===== src/sv/igt_pkg.sv =====
// Shared types, constants and codes for the image geometric transform block.
// Used by every module in this folder but igt_ram; depends on nothing else.
package igt_pkg;

  localparam int MaxWidth   = 256;
  localparam int MaxHeight  = 256;
  localparam int XW         = $clog2(MaxWidth);
  localparam int YW         = $clog2(MaxHeight);
  localparam int FrameDepth = MaxWidth * MaxHeight;
  localparam int AddrW      = XW + YW;
  localparam int QueueDepth = 4;
  localparam int QPtrW      = $clog2(QueueDepth);

  typedef enum logic [2:0] {
    MODE_IDENTITY = 3'd0,
    MODE_FLIP_H   = 3'd1,
    MODE_FLIP_V   = 3'd2,
    MODE_ROT_L    = 3'd3,
    MODE_ROT_R    = 3'd4,
    MODE_CROP     = 3'd5,
    MODE_SCALE    = 3'd6,
    MODE_UNUSED   = 3'd7
  } mode_t;

  typedef enum logic [2:0] {
    REG_MODE     = 3'd0,
    REG_IN_W     = 3'd1,
    REG_IN_H     = 3'd2,
    REG_ORIGIN_X = 3'd3,
    REG_ORIGIN_Y = 3'd4,
    REG_OUT_W    = 3'd5,
    REG_OUT_H    = 3'd6,
    REG_MASK     = 3'd7
  } reg_idx_t;

  // Kind of work the back end must do for one queued item.
  typedef enum logic [1:0] {
    OP_WRITE = 2'd0,
    OP_READ  = 2'd1,
    OP_SCALE = 2'd2,
    OP_ERROR = 2'd3
  } op_t;

  typedef struct packed {
    op_t         op;
    logic [9:0]  sx;       // source column, or output x for a scale read
    logic [9:0]  sy;       // source row, or output y for a scale read
    logic [23:0] rgb;
  } cmd_t;

  typedef struct packed {
    logic [2:0] mode;
    logic [8:0] in_width;
    logic [8:0] in_height;
    logic [8:0] origin_x;
    logic [8:0] origin_y;
    logic [9:0] out_width;
    logic [9:0] out_height;
    logic [2:0] channel_mask;
  } cfg_t;

  typedef enum logic [2:0] {
    BE_IDLE,
    BE_DIV_X,
    BE_DIV_Y,
    BE_CHECK,
    BE_RD,
    BE_OUT
  } be_state_t;

endpackage


===== src/sv/igt_queue.sv =====
// Short FIFO of commands between the front and back ends.
// Depends on igt_pkg.
module igt_queue (
  input  logic          clk,
  input  logic          rst,
  input  logic          push,
  input  igt_pkg::cmd_t wdata,
  output logic          full,
  input  logic          pop,
  output igt_pkg::cmd_t rdata,
  output logic          empty
);

  igt_pkg::cmd_t                 slots [igt_pkg::QueueDepth];
  logic [igt_pkg::QPtrW-1:0]     wp;
  logic [igt_pkg::QPtrW-1:0]     rp;
  logic [igt_pkg::QPtrW:0]       count;

  assign full  = count == (igt_pkg::QPtrW+1)'(igt_pkg::QueueDepth);
  assign empty = count == '0;
  assign rdata = slots[rp];

  always_ff @(posedge clk) begin
    if (push) begin
      slots[wp] <= wdata;
    end
    if (rst) begin
      wp    <= '0;
      rp    <= '0;
      count <= '0;
    end else begin
      if (push) wp <= wp + 1'b1;
      if (pop)  rp <= rp + 1'b1;
      count <= count + {{igt_pkg::QPtrW{1'b0}}, push} - {{igt_pkg::QPtrW{1'b0}}, pop};
    end
  end

endmodule


===== config.mk =====
export PLATFORM = sky130hd
export DESIGN_NAME = igt_queue
export DESIGN_NICKNAME = d
export VERILOG_FILES = /design/src/sv/igt_pkg.sv /design/src/sv/igt_queue.sv
export SDC_FILE = /design/constraint.sdc
export NUM_CORES = 1
export LEC_CHECK = 0
export BUFFER_PORTS_ARGS = -buffer_cell sky130_fd_sc_hd__buf_4
export CAP_MARGIN = 15
export CORE_MARGIN = 5
export CORE_UTILIZATION = 28
export DETAILED_ROUTE_END_ITERATION = 10
export SYNTH_ARGS = -nofsm -noshare
export SYNTH_HDL_FRONTEND = slang
export SYNTH_SLANG_ARGS = --single-unit

===== constraint.sdc =====
create_clock -name clk -period 3.8 [get_ports clk]
set_input_delay 0.76 -clock clk [delete_from_list [all_inputs] [get_ports clk]]
set_output_delay 0.76 -clock clk [all_outputs]
set_load 0.02 [all_outputs]

==> results.sh <==
export IMPL_outcome="complete, no violations"
export IMPL_antenna_found_initial=0
export IMPL_setup_tns_ns=0
export IMPL_timing_slew_headroom_pct=55.60
export IMPL_drv_cap=0
export IMPL_min_delay_start="wdata[24]"
export IMPL_wl_per_cell_um=18.47
export IMPL_syn_area_per_cell_um2=25.32
export IMPL_critPathCaptureType="output port"
export IMPL_avgViaCountPerCell=4.276
export IMPL_async_flop_share_pct=0
export IMPL_path_clk_slew_ns=0.07
export IMPL_core_um2=25180
export IMPL_worstPathMaxFanout=30
export IMPL_hold_path_depth=1
export IMPL_rows=58
export IMPL_start_kind="flip-flop"
export IMPL_synth_fp_nets=339
export IMPL_antenna_cells=0
export IMPL_max_freq_mhz=347.7
export IMPL_tightestPinTransition_ns=0.6660
export IMPL_yosysSeqAreaShare_pct=79.92
export IMPL_rr_endpoint="slots[2][41]"
export IMPL_worstSetupPathType="reg2out"
export IMPL_post_dp_hpwl_um=8825
export IMPL_synth_cell_area_um2=7139
export IMPL_chipWidth_um=169.7
export IMPL_synth_top_area_share_pct=77.39
export IMPL_clk_latency_ns=0.41
export IMPL_routabilityCongestion=0.6526
export IMPL_layoutNonFillerInstCount=739
export IMPL_first_global_vias=3612
export IMPL_cts_hold_buf=0
export IMPL_period_needed_ns=2.876
export IMPL_design_area_um2=8847
export IMPL_cts_buffers=17
export IMPL_place_port_buffers=97
export IMPL_synth_seq_cells=193
export IMPL_overflow=0
export IMPL_cts_root_buf="clkbuf_16"
export IMPL_routed_wl_um=13650
export IMPL_dieArea_um2=28790
export IMPL_nNetsFinal=453
export IMPL_grt_setup_unrepaired="false"
export IMPL_final_common_cell="edfxtp_1"
export IMPL_io_pins=98
export IMPL_cts_htree_levels=4
export IMPL_cts_tree="built"
export IMPL_worstReg2RegStart="wp[0]"
export IMPL_min_to="slots[0][24]"
export IMPL_post_cts_buffers=0
export IMPL_cts_num_sinks=193
export IMPL_reg2reg_slack_ns=1.82
export IMPL_area_growth_pct=23.92
export IMPL_synthDistinctLibCells=22
export IMPL_maxSlewViolCount=0
export IMPL_period_share_pct=75.68
export IMPL_p_leak_nw=2.979
export IMPL_ys_flop_type="edfxtp_1"
export IMPL_yosys_area_top_type="edfxtp_1"
export IMPL_ff2ff_path_depth=4
export IMPL_grt_max_degree=31
export IMPL_synthTopCellsByArea="edfxtp_1 (77%), mux4_2 (13%), dfxtp_1 (2.5%)"
export IMPL_synth_edf_count=184
export IMPL_initial_core_util_pct=28.35
export IMPL_dr_pass1_iters=4
export IMPL_hold_viol_final=0
export IMPL_first_iter_violations=128
export IMPL_ant_nets=0
export IMPL_drc=0
export IMPL_setup_violations=0
export IMPL_syn_inst=282
export IMPL_ys_warn_count=0
export IMPL_via_count=3160
export IMPL_grt_pass1_wl_um=20760
export IMPL_cts_resized=0
export IMPL_place_area_um2=8272
export IMPL_place_inst=707
export IMPL_ir_drop_v=0.0002011
export IMPL_die_h_um=169.7
export IMPL_cts_buffer_depth=2
export IMPL_p_per_area_nw_per_um2=541.6
export IMPL_drive_above_1_share_pct=44.74
export IMPL_required_ns=3.04
export IMPL_fin_worst_skew_ns=0.007649
export IMPL_worst_ep_arrival_time_ns=2.12
export IMPL_hold_path_class="in2reg"
export IMPL_most_common_layout_cells="edfxtp_1 (184), buf_4 (102), mux4_2 (40), clkbuf_16 (17), dfxtp_1 (7)"
export IMPL_grtUsageTotal_pct=9.735
-- sequential cells by signal (all words and copies together), names as in the netlist, named ones only --
name and count:
count 3, slots 184, wp 2, rp 2
-- critical path: stages, from the launching register on --
cell and delay, ns:
dfxtp_4 0.57, buf_12 0.32, mux4_1 0.61, buf_4 0.18
-- how the worst max path moves through the flow --
stage                        to  startpoint  cells past startpoint  slack (ns)
detailed placement    rdata[42]   flip-flop                      3        1.30
CTS                   rdata[42]   flip-flop                      3        0.82
global route          rdata[42]   flip-flop                      3        0.77
finish                rdata[42]   flip-flop                      3        0.92
global placement      rdata[42]   flip-flop                      3        1.32
floorplan           slots[0][0]        push                      1        1.53
-- routing by layer --
metal  global-route usage [%]  part of all wire [%]  wire length [um]
met1                    11.41                    42              5674
met2                    17.07                    53              7215
met4                    3.045                   1.1               148
met3                    3.075                   4.5               615
met5                        0                     0                 0
-- through the flow --
| stage | utilization [%] | total power [mW] | setup WS [ns] | hold WS [ns] |
|---|---|---|---|---|
| 2_1_floorplan | - | 2.877 | 1.527 | 0.4918 |
| 3_3_place_gp | 32.85 | 3.118 | 1.316 | 0.5128 |
| 3_5_place_dp | 32.85 | 3.140 | 1.302 | 0.5331 |
| 4_1_cts | 35.13 | 4.879 | 0.8244 | 0.5076 |
| 5_1_grt | 35.13 | 4.999 | 0.7673 | 0.5053 |
| 6_report | 35.13 | 4.791 | 0.9243 | 0.5354 |
-- synthesized netlist by cell type, types with 2 or more instances --
master    instances
buf_12            4
buf_2             4
ha_1              6
and2_1            4
edfxtp_1        184
nor2_1            5
mux4_1            6
mux4_2           40
nor2b_1           2
inv_1             6
xnor2_1           2
dfxtp_1           9
-- report_power, final --
group | internal, mW | total, mW | leakage (nW) | switching [mW]
combinational | 0.284 | 0.587 | 0.927 | 0.303
clock | 0.930 | 1.72 | 0.287 | 0.792
sequential | 2.44 | 2.48 | 1.77 | 0.0403
-- final cells by class --
cell class                      count  area [um^2]
Clock buffer                       18        429.2
Clock inverter                     14        146.4
Fill cell                        2323        16330
Inverter                            6        22.52
Multi-Input combinational cell     73         1300
Sequential cell                   193         5710
Tap cell                          330        412.9
Timing Repair Buffer              105        825.8
-- cells by family (layout without fill, tap and decap cells) --
kind of cell    Yosys count  after routing  share of synthesized area, %
flops                   193            193                         79.92
mux                      47             47                         14.97
buf+inv                  16            143                         1.945
simple gates             14             14                         1.051
fa+ha+maj                 7              7                         1.332
xor+xnor                  3              3                        0.5783
compound gates            2              2                        0.2102
(Power assumes the default switching activity.)
