File: src/sv/igt_pkg.sv
// Shared types, constants and codes for the image geometric transform block.
// Used by every module in this folder but igt_ram; depends on nothing else.
package igt_pkg;

  localparam int MaxWidth   = 256;
  localparam int MaxHeight  = 256;
  localparam int XW         = $clog2(MaxWidth);
  localparam int YW         = $clog2(MaxHeight);
  localparam int FrameDepth = MaxWidth * MaxHeight;
  localparam int AddrW      = XW + YW;
  localparam int QueueDepth = 4;
  localparam int QPtrW      = $clog2(QueueDepth);

  typedef enum logic [2:0] {
    MODE_IDENTITY = 3'd0,
    MODE_FLIP_H   = 3'd1,
    MODE_FLIP_V   = 3'd2,
    MODE_ROT_L    = 3'd3,
    MODE_ROT_R    = 3'd4,
    MODE_CROP     = 3'd5,
    MODE_SCALE    = 3'd6,
    MODE_UNUSED   = 3'd7
  } mode_t;

  typedef enum logic [2:0] {
    REG_MODE     = 3'd0,
    REG_IN_W     = 3'd1,
    REG_IN_H     = 3'd2,
    REG_ORIGIN_X = 3'd3,
    REG_ORIGIN_Y = 3'd4,
    REG_OUT_W    = 3'd5,
    REG_OUT_H    = 3'd6,
    REG_MASK     = 3'd7
  } reg_idx_t;

  // Kind of work the back end must do for one queued item.
  typedef enum logic [1:0] {
    OP_WRITE = 2'd0,
    OP_READ  = 2'd1,
    OP_SCALE = 2'd2,
    OP_ERROR = 2'd3
  } op_t;

  typedef struct packed {
    op_t         op;
    logic [9:0]  sx;       // source column, or output x for a scale read
    logic [9:0]  sy;       // source row, or output y for a scale read
    logic [23:0] rgb;
  } cmd_t;

  typedef struct packed {
    logic [2:0] mode;
    logic [8:0] in_width;
    logic [8:0] in_height;
    logic [8:0] origin_x;
    logic [8:0] origin_y;
    logic [9:0] out_width;
    logic [9:0] out_height;
    logic [2:0] channel_mask;
  } cfg_t;

  typedef enum logic [2:0] {
    BE_IDLE,
    BE_DIV_X,
    BE_DIV_Y,
    BE_CHECK,
    BE_RD,
    BE_OUT
  } be_state_t;

endpackage

File: src/sv/igt_front.sv
// Front end: accepts items, checks them and maps fixed transforms to source
// coordinates. Depends on igt_pkg.
module igt_front (
  input  igt_pkg::cfg_t    cfg,
  input  logic             valid,
  output logic             stall,
  input  logic             req_type,
  input  logic [9:0]       pixel_x,
  input  logic [9:0]       pixel_y,
  input  logic [7:0]       red_in,
  input  logic [7:0]       green_in,
  input  logic [7:0]       blue_in,
  output logic             q_push,
  output igt_pkg::cmd_t    q_data,
  input  logic             q_full
);

  logic        size_ok;
  logic [10:0] w;
  logic [10:0] h;
  logic [10:0] x;
  logic [10:0] y;
  logic        ok;
  logic [10:0] sx;
  logic [10:0] sy;

  assign stall  = q_full;
  assign q_push = valid && !q_full;

  always_comb begin
    w  = {2'b0, cfg.in_width};
    h  = {2'b0, cfg.in_height};
    x  = {1'b0, pixel_x};
    y  = {1'b0, pixel_y};
    size_ok = (w != 11'd0) && (h != 11'd0) && (w <= 11'(igt_pkg::MaxWidth))
              && (h <= 11'(igt_pkg::MaxHeight));
    ok = 1'b0;
    sx = x;
    sy = y;
    case (igt_pkg::mode_t'(cfg.mode))
      igt_pkg::MODE_IDENTITY: ok = (x < w) && (y < h);
      igt_pkg::MODE_FLIP_H: begin
        ok = (x < w) && (y < h);
        sx = w - 11'd1 - x;
      end
      igt_pkg::MODE_FLIP_V: begin
        ok = (x < w) && (y < h);
        sy = h - 11'd1 - y;
      end
      igt_pkg::MODE_ROT_L: begin
        ok = (x < h) && (y < w);
        sx = y;
        sy = h - 11'd1 - x;
      end
      igt_pkg::MODE_ROT_R: begin
        ok = (x < h) && (y < w);
        sx = w - 11'd1 - y;
        sy = x;
      end
      igt_pkg::MODE_CROP: begin
        ok = ({2'b0, cfg.origin_x} + {1'b0, cfg.out_width} <= w)
             && ({2'b0, cfg.origin_y} + {1'b0, cfg.out_height} <= h)
             && (x < {1'b0, cfg.out_width}) && (y < {1'b0, cfg.out_height});
        sx = {2'b0, cfg.origin_x} + x;
        sy = h - {2'b0, cfg.origin_y} - {1'b0, cfg.out_height} + y;
      end
      igt_pkg::MODE_SCALE:
        ok = (cfg.out_width != 10'd0) && (cfg.out_height != 10'd0)
             && (x < {1'b0, cfg.out_width}) && (y < {1'b0, cfg.out_height});
      default: ok = 1'b0;
    endcase

    q_data.rgb = {blue_in, green_in, red_in};
    q_data.sx  = sx[9:0];
    q_data.sy  = sy[9:0];
    if (!req_type) begin
      q_data.op = (size_ok && x < w && y < h) ? igt_pkg::OP_WRITE : igt_pkg::OP_ERROR;
      q_data.sx = pixel_x;
      q_data.sy = pixel_y;
      // A write outside the source is dropped; an all-ones column marks it
      // so that the back end discards it without a result.
      q_data.rgb = {blue_in, green_in, red_in};
      if (!(size_ok && x < w && y < h)) begin
        q_data.op = igt_pkg::OP_WRITE;
        q_data.sx = 10'h3FF;
      end
    end else if (cfg.channel_mask == 3'd0 || !size_ok || !ok) begin
      q_data.op = igt_pkg::OP_ERROR;
    end else if (igt_pkg::mode_t'(cfg.mode) == igt_pkg::MODE_SCALE) begin
      q_data.op = igt_pkg::OP_SCALE;
      q_data.sx = pixel_x;
      q_data.sy = pixel_y;
    end else begin
      q_data.op = igt_pkg::OP_READ;
    end
  end

endmodule

File: config.mk
export PLATFORM = sky130hd
export DESIGN_NAME = igt_front
export DESIGN_NICKNAME = d
export VERILOG_FILES = /design/src/sv/igt_pkg.sv /design/src/sv/igt_front.sv
export SDC_FILE = /design/constraint.sdc
export NUM_CORES = 1
export LEC_CHECK = 0
export BUFFER_PORTS_ARGS = -buffer_cell sky130_fd_sc_hd__buf_4
export CAP_MARGIN = 15
export CORE_UTILIZATION = 49
export DETAILED_ROUTE_END_ITERATION = 7
export GPL_TIMING_DRIVEN = 0
export PLACE_DENSITY_LB_ADDON = 0.1
export SYNTH_ARGS = -nofsm -noshare
export SYNTH_HDL_FRONTEND = slang
export SYNTH_SLANG_ARGS = --single-unit
File: constraint.sdc
create_clock -name vclk -period 10.85
set_input_delay 2.17 -clock vclk [all_inputs]
set_output_delay 2.17 -clock vclk [all_outputs]
set_load 0.02 [all_outputs]
==> results.txt <==
----------------------------------------------------
[Synthesis]
  Multiplexer fraction of the synthesized cell area ... 4.09%
  Cell variety after synth ... 79
  Post-synthesis adder-cell area fraction ... 36.3%
  Proportion of synthesized chip area in sequential cells ... 0%
  Fraction of the mapped netlist area in simple logic gates ... 17.5%
  Post-Syn Area per Cell ... 7.89 µm²
  Portion of synthesized cell area occupied by the leading cell type ... 28.2%
  Synth warn ... 0
  Leading area contributor after synthesis ... sky130_fd_sc_hd__ha_1
  Summed instance area of the synthesized netlist ... 0.00591 mm²
  Post-synthesis compound-gate area fraction ... 23.8%
  Top area cells in the synthesized netlist ... sky130_fd_sc_hd__ha_1 (28%), sky130_fd_sc_hd__fa_1 (8.1%), sky130_fd_sc_hd__xnor2_1 (5.6%), sky130_fd_sc_hd__inv_1 (4.7%), sky130_fd_sc_hd__a21oi_1 (4.2%)
  Post-synthesis share of cell area spent on xor and xnor gates ... 8.15%
  Post-synthesis cell count ... 749
  Combinational family with the most area after synthesis ... adder cells
  Net Count, Synth ... 1015

[Global routing]
  Pin count of the biggest net entering global routing ... 11
  First-pass GRT wire length ... 30000 µm
  Overflow left after global routing ... 0
  GRT Total Usage ... 29.7%
  Vias in the first global route ... 6075
  Number of antenna violations at the first check in global routing ... 0

[Timing]
  Slew Limit Headroom ... 47.4%
  Worst-margin pin slew ... 0.789 ns
  Max-slew violations ... 0
  Final hold slack ... 4.54 ns
  Setup violation total in the final timing report ... 0
  Min setup slack post-route ... 2.75 ns
  Period utilization ... 74.7%
  Unrepaired setup endpoints after global routing ... no
  Peak Freq ... 0.123 GHz
  Final TNS setup ... 0 ns
  Final critical-path required period ... 8.10 ns
  Hold Vio Cnt, Final ... 0

[Drt]
  DRC violation count after routing ... 11
  Number of DRC markers after the initial detailed-route iteration ... 416
  Wire length after detailed routing ... 18900 µm
  Vias per Instance ... 6.01
  Per-cell routed wire length ... 18.5 µm
  Vias after detailed routing ... 6144
  First-pass detailed-route iteration total ... 7
  ANT nets after route ... 0

[Setup path]
  Worst endpoint data arrival time ... 5.93 ns
  Endpoint kind of the worst setup timing path ... primary output
  Critical path peak fanout ... 5
  Startpoint type of the worst setup path ... primary input
  CP top delay family ... compound AO/OA/AOI/OAI gates
  Master of the slowest instance on the critical path ... sky130_fd_sc_hd__or4b_1
  Cells traversed along the worst timing path ... buf_4 > ha_1 > inv_1 > fa_1 > nor2b_1 > o31a_1 > o21ai_1 > nand2b_1 > a21o_1 > a21oi_1 > xnor2_1 > ha_1 > nand4_1 > or3_1 > o21ai_0 > o221ai_1 > or4b_1 > o311a_1 > buf_4
  Largest stage delay, worst path ... 0.54 ns
  Critical path data required time ... 8.68 ns
  Crit Path Class ... in -> out
  Worst path buffer plus inverter count ... 3

[Placement]
  Global placement routability congestion ... 0.905
  HPWL Detailed ... 16100 µm
  Post-placement worst setup slack ... 2.75 ns
  Cell count after placement ... 1022
  Port-buffer cells ... 130

[Die]
  Floorplan die height ... 112 µm
  Number of primary I/O pins ... 157
  Cell row count ... 39
  Die Footprint ... 0.0125 mm²
  Initial standard-cell utilization of the core ... 51.1%
  Die Span X ... 112 µm
  Core region area ... 0.0116 mm²

[CTS]
  Post-cts resize count ... 0
  Buffers inserted during post-CTS setup optimization ... 0
  Hold Buf Count CTS ... 0

[Outcome]
  Failing checks ... DRC
  Outcome ... complete, but fails checks

[Finish]
  Number of flip-flops and latches ... 0
  Sequential Area ... 0 µm²
  Ratio of cells with drive above 1 in the final layout ... 21.2%
  Clock Buffer Count ... 0
  Relative area change from synthesis to final layout ... 19.5%
  Number of nets in the layout ... 1147
  Non-filler cells, final ... 1022
  Number of antenna repair diodes ... 0
  Filler cell count in the final layout ... 1083

[Pwr]
  Peak supply drop ... 0.0405 mV
  Leakage Power ... 3.45 nW
  PwrDens ... 66.1 mW/mm²

[Flow run]
  Number of max-capacitance violations reported ... 0

[Hold path]
  Worst hold path class ... in -> out

----------------------------------------------------
[cell type report]
| type | instances | area (µm²) | share of cell area [%] |
|---|---|---|---|
| multi-input combinational | 635 | 5310 | 75.1 |
| tap | 143 | 179 | 2.53 |
| inverter | 74 | 278 | 3.93 |
| buffer | 40 | 324 | 4.59 |
| timing repair buffer | 130 | 976 | 13.8 |
[kinds of logic after synthesis]
family	count (synthesis)
compound gates	204
simple gates	195
buf+inv	114
fa+ha+maj	157
mux	24
xor+xnor	55
[report_power, final]
part           internal, W  leakage [nW]  switching, W  total, W
Sequential               0             0             0         0
Combinational     0.000207          3.45      0.000260  0.000467
Clock                    0             0             0         0
Total             0.000207          3.45      0.000260  0.000467
[synthesized netlist by cell type (5+ instances only)]
master / number
sky130_fd_sc_hd__nor2b_1: 13
sky130_fd_sc_hd__nand3_1: 15
sky130_fd_sc_hd__nor3b_1: 6
sky130_fd_sc_hd__nand2_1: 47
sky130_fd_sc_hd__a2bb2oi_1: 5
sky130_fd_sc_hd__clkbuf_1: 7
sky130_fd_sc_hd__o21a_1: 13
sky130_fd_sc_hd__inv_1: 74
sky130_fd_sc_hd__a21o_1: 12
sky130_fd_sc_hd__xnor2_1: 38
sky130_fd_sc_hd__nor2_1: 42
sky130_fd_sc_hd__o21bai_1: 5
sky130_fd_sc_hd__o21ai_0: 34
sky130_fd_sc_hd__ha_1: 133
sky130_fd_sc_hd__buf_4: 25
sky130_fd_sc_hd__nor4_1: 8
sky130_fd_sc_hd__o211ai_1: 6
sky130_fd_sc_hd__nor3_1: 17
sky130_fd_sc_hd__mux2i_1: 23
sky130_fd_sc_hd__nand4_1: 11
sky130_fd_sc_hd__xor2_1: 17
sky130_fd_sc_hd__a211oi_1: 11
sky130_fd_sc_hd__a21oi_1: 50
sky130_fd_sc_hd__a221oi_1: 10
sky130_fd_sc_hd__fa_1: 24
sky130_fd_sc_hd__o21ai_1: 8
[stage by stage]
stage / power [W] / cell area [µm²] / utilization [%]
detailed placement: 0.000460 / 7060 / 61.1
global placement: 0.000446 / 7060 / 61.1
global route: 0.000513 / 7060 / 61.1
CTS: 0.000463 / 7060 / 61.1
finish: 0.000467 / 7060 / 61.1
floorplan: 0.000312 / 5910 / -
[cell usage in the layout, fill, tap and decap left out, types with 12 or more instances in the layout]
| cell type | netlist | layout |
|---|---|---|
| sky130_fd_sc_hd__xor2_1 | 17 | 17 |
| sky130_fd_sc_hd__nor2_1 | 42 | 42 |
| sky130_fd_sc_hd__buf_4 | 25 | 155 |
| sky130_fd_sc_hd__nand2_1 | 47 | 47 |
| sky130_fd_sc_hd__mux2i_1 | 23 | 23 |
| sky130_fd_sc_hd__a21o_1 | 12 | 12 |
| sky130_fd_sc_hd__nor2b_1 | 13 | 13 |
| sky130_fd_sc_hd__xnor2_1 | 38 | 38 |
| sky130_fd_sc_hd__a21oi_1 | 50 | 50 |
| sky130_fd_sc_hd__nor3_1 | 17 | 17 |
| sky130_fd_sc_hd__fa_1 | 24 | 24 |
| sky130_fd_sc_hd__o21ai_0 | 34 | 34 |
| sky130_fd_sc_hd__inv_1 | 74 | 74 |
| sky130_fd_sc_hd__o21a_1 | 13 | 13 |
| sky130_fd_sc_hd__nand3_1 | 15 | 15 |
| sky130_fd_sc_hd__ha_1 | 133 | 133 |
[final timing paths]
path	end	depth (start not counted)	slack, ns	startpoint
min	q_data[23]	2	4.54	blue_in[7]
max	q_data[45]	19	2.75	cfg[3]
[routing by layer]
metal | up-vias | part of all wire [%] | GRT usage, % | wire (µm)
met1 | 2877 | 41 | 36.9 | 7770
met5 | - | 0 | 0 | 0
li1 | 2979 | - | - | -
met3 | 35 | 6.3 | 1.36 | 1200
met2 | 253 | 50 | 55.4 | 9390
met4 | 0 | 2.7 | 8.20 | 514
Power figures use the tool's default switching activity.
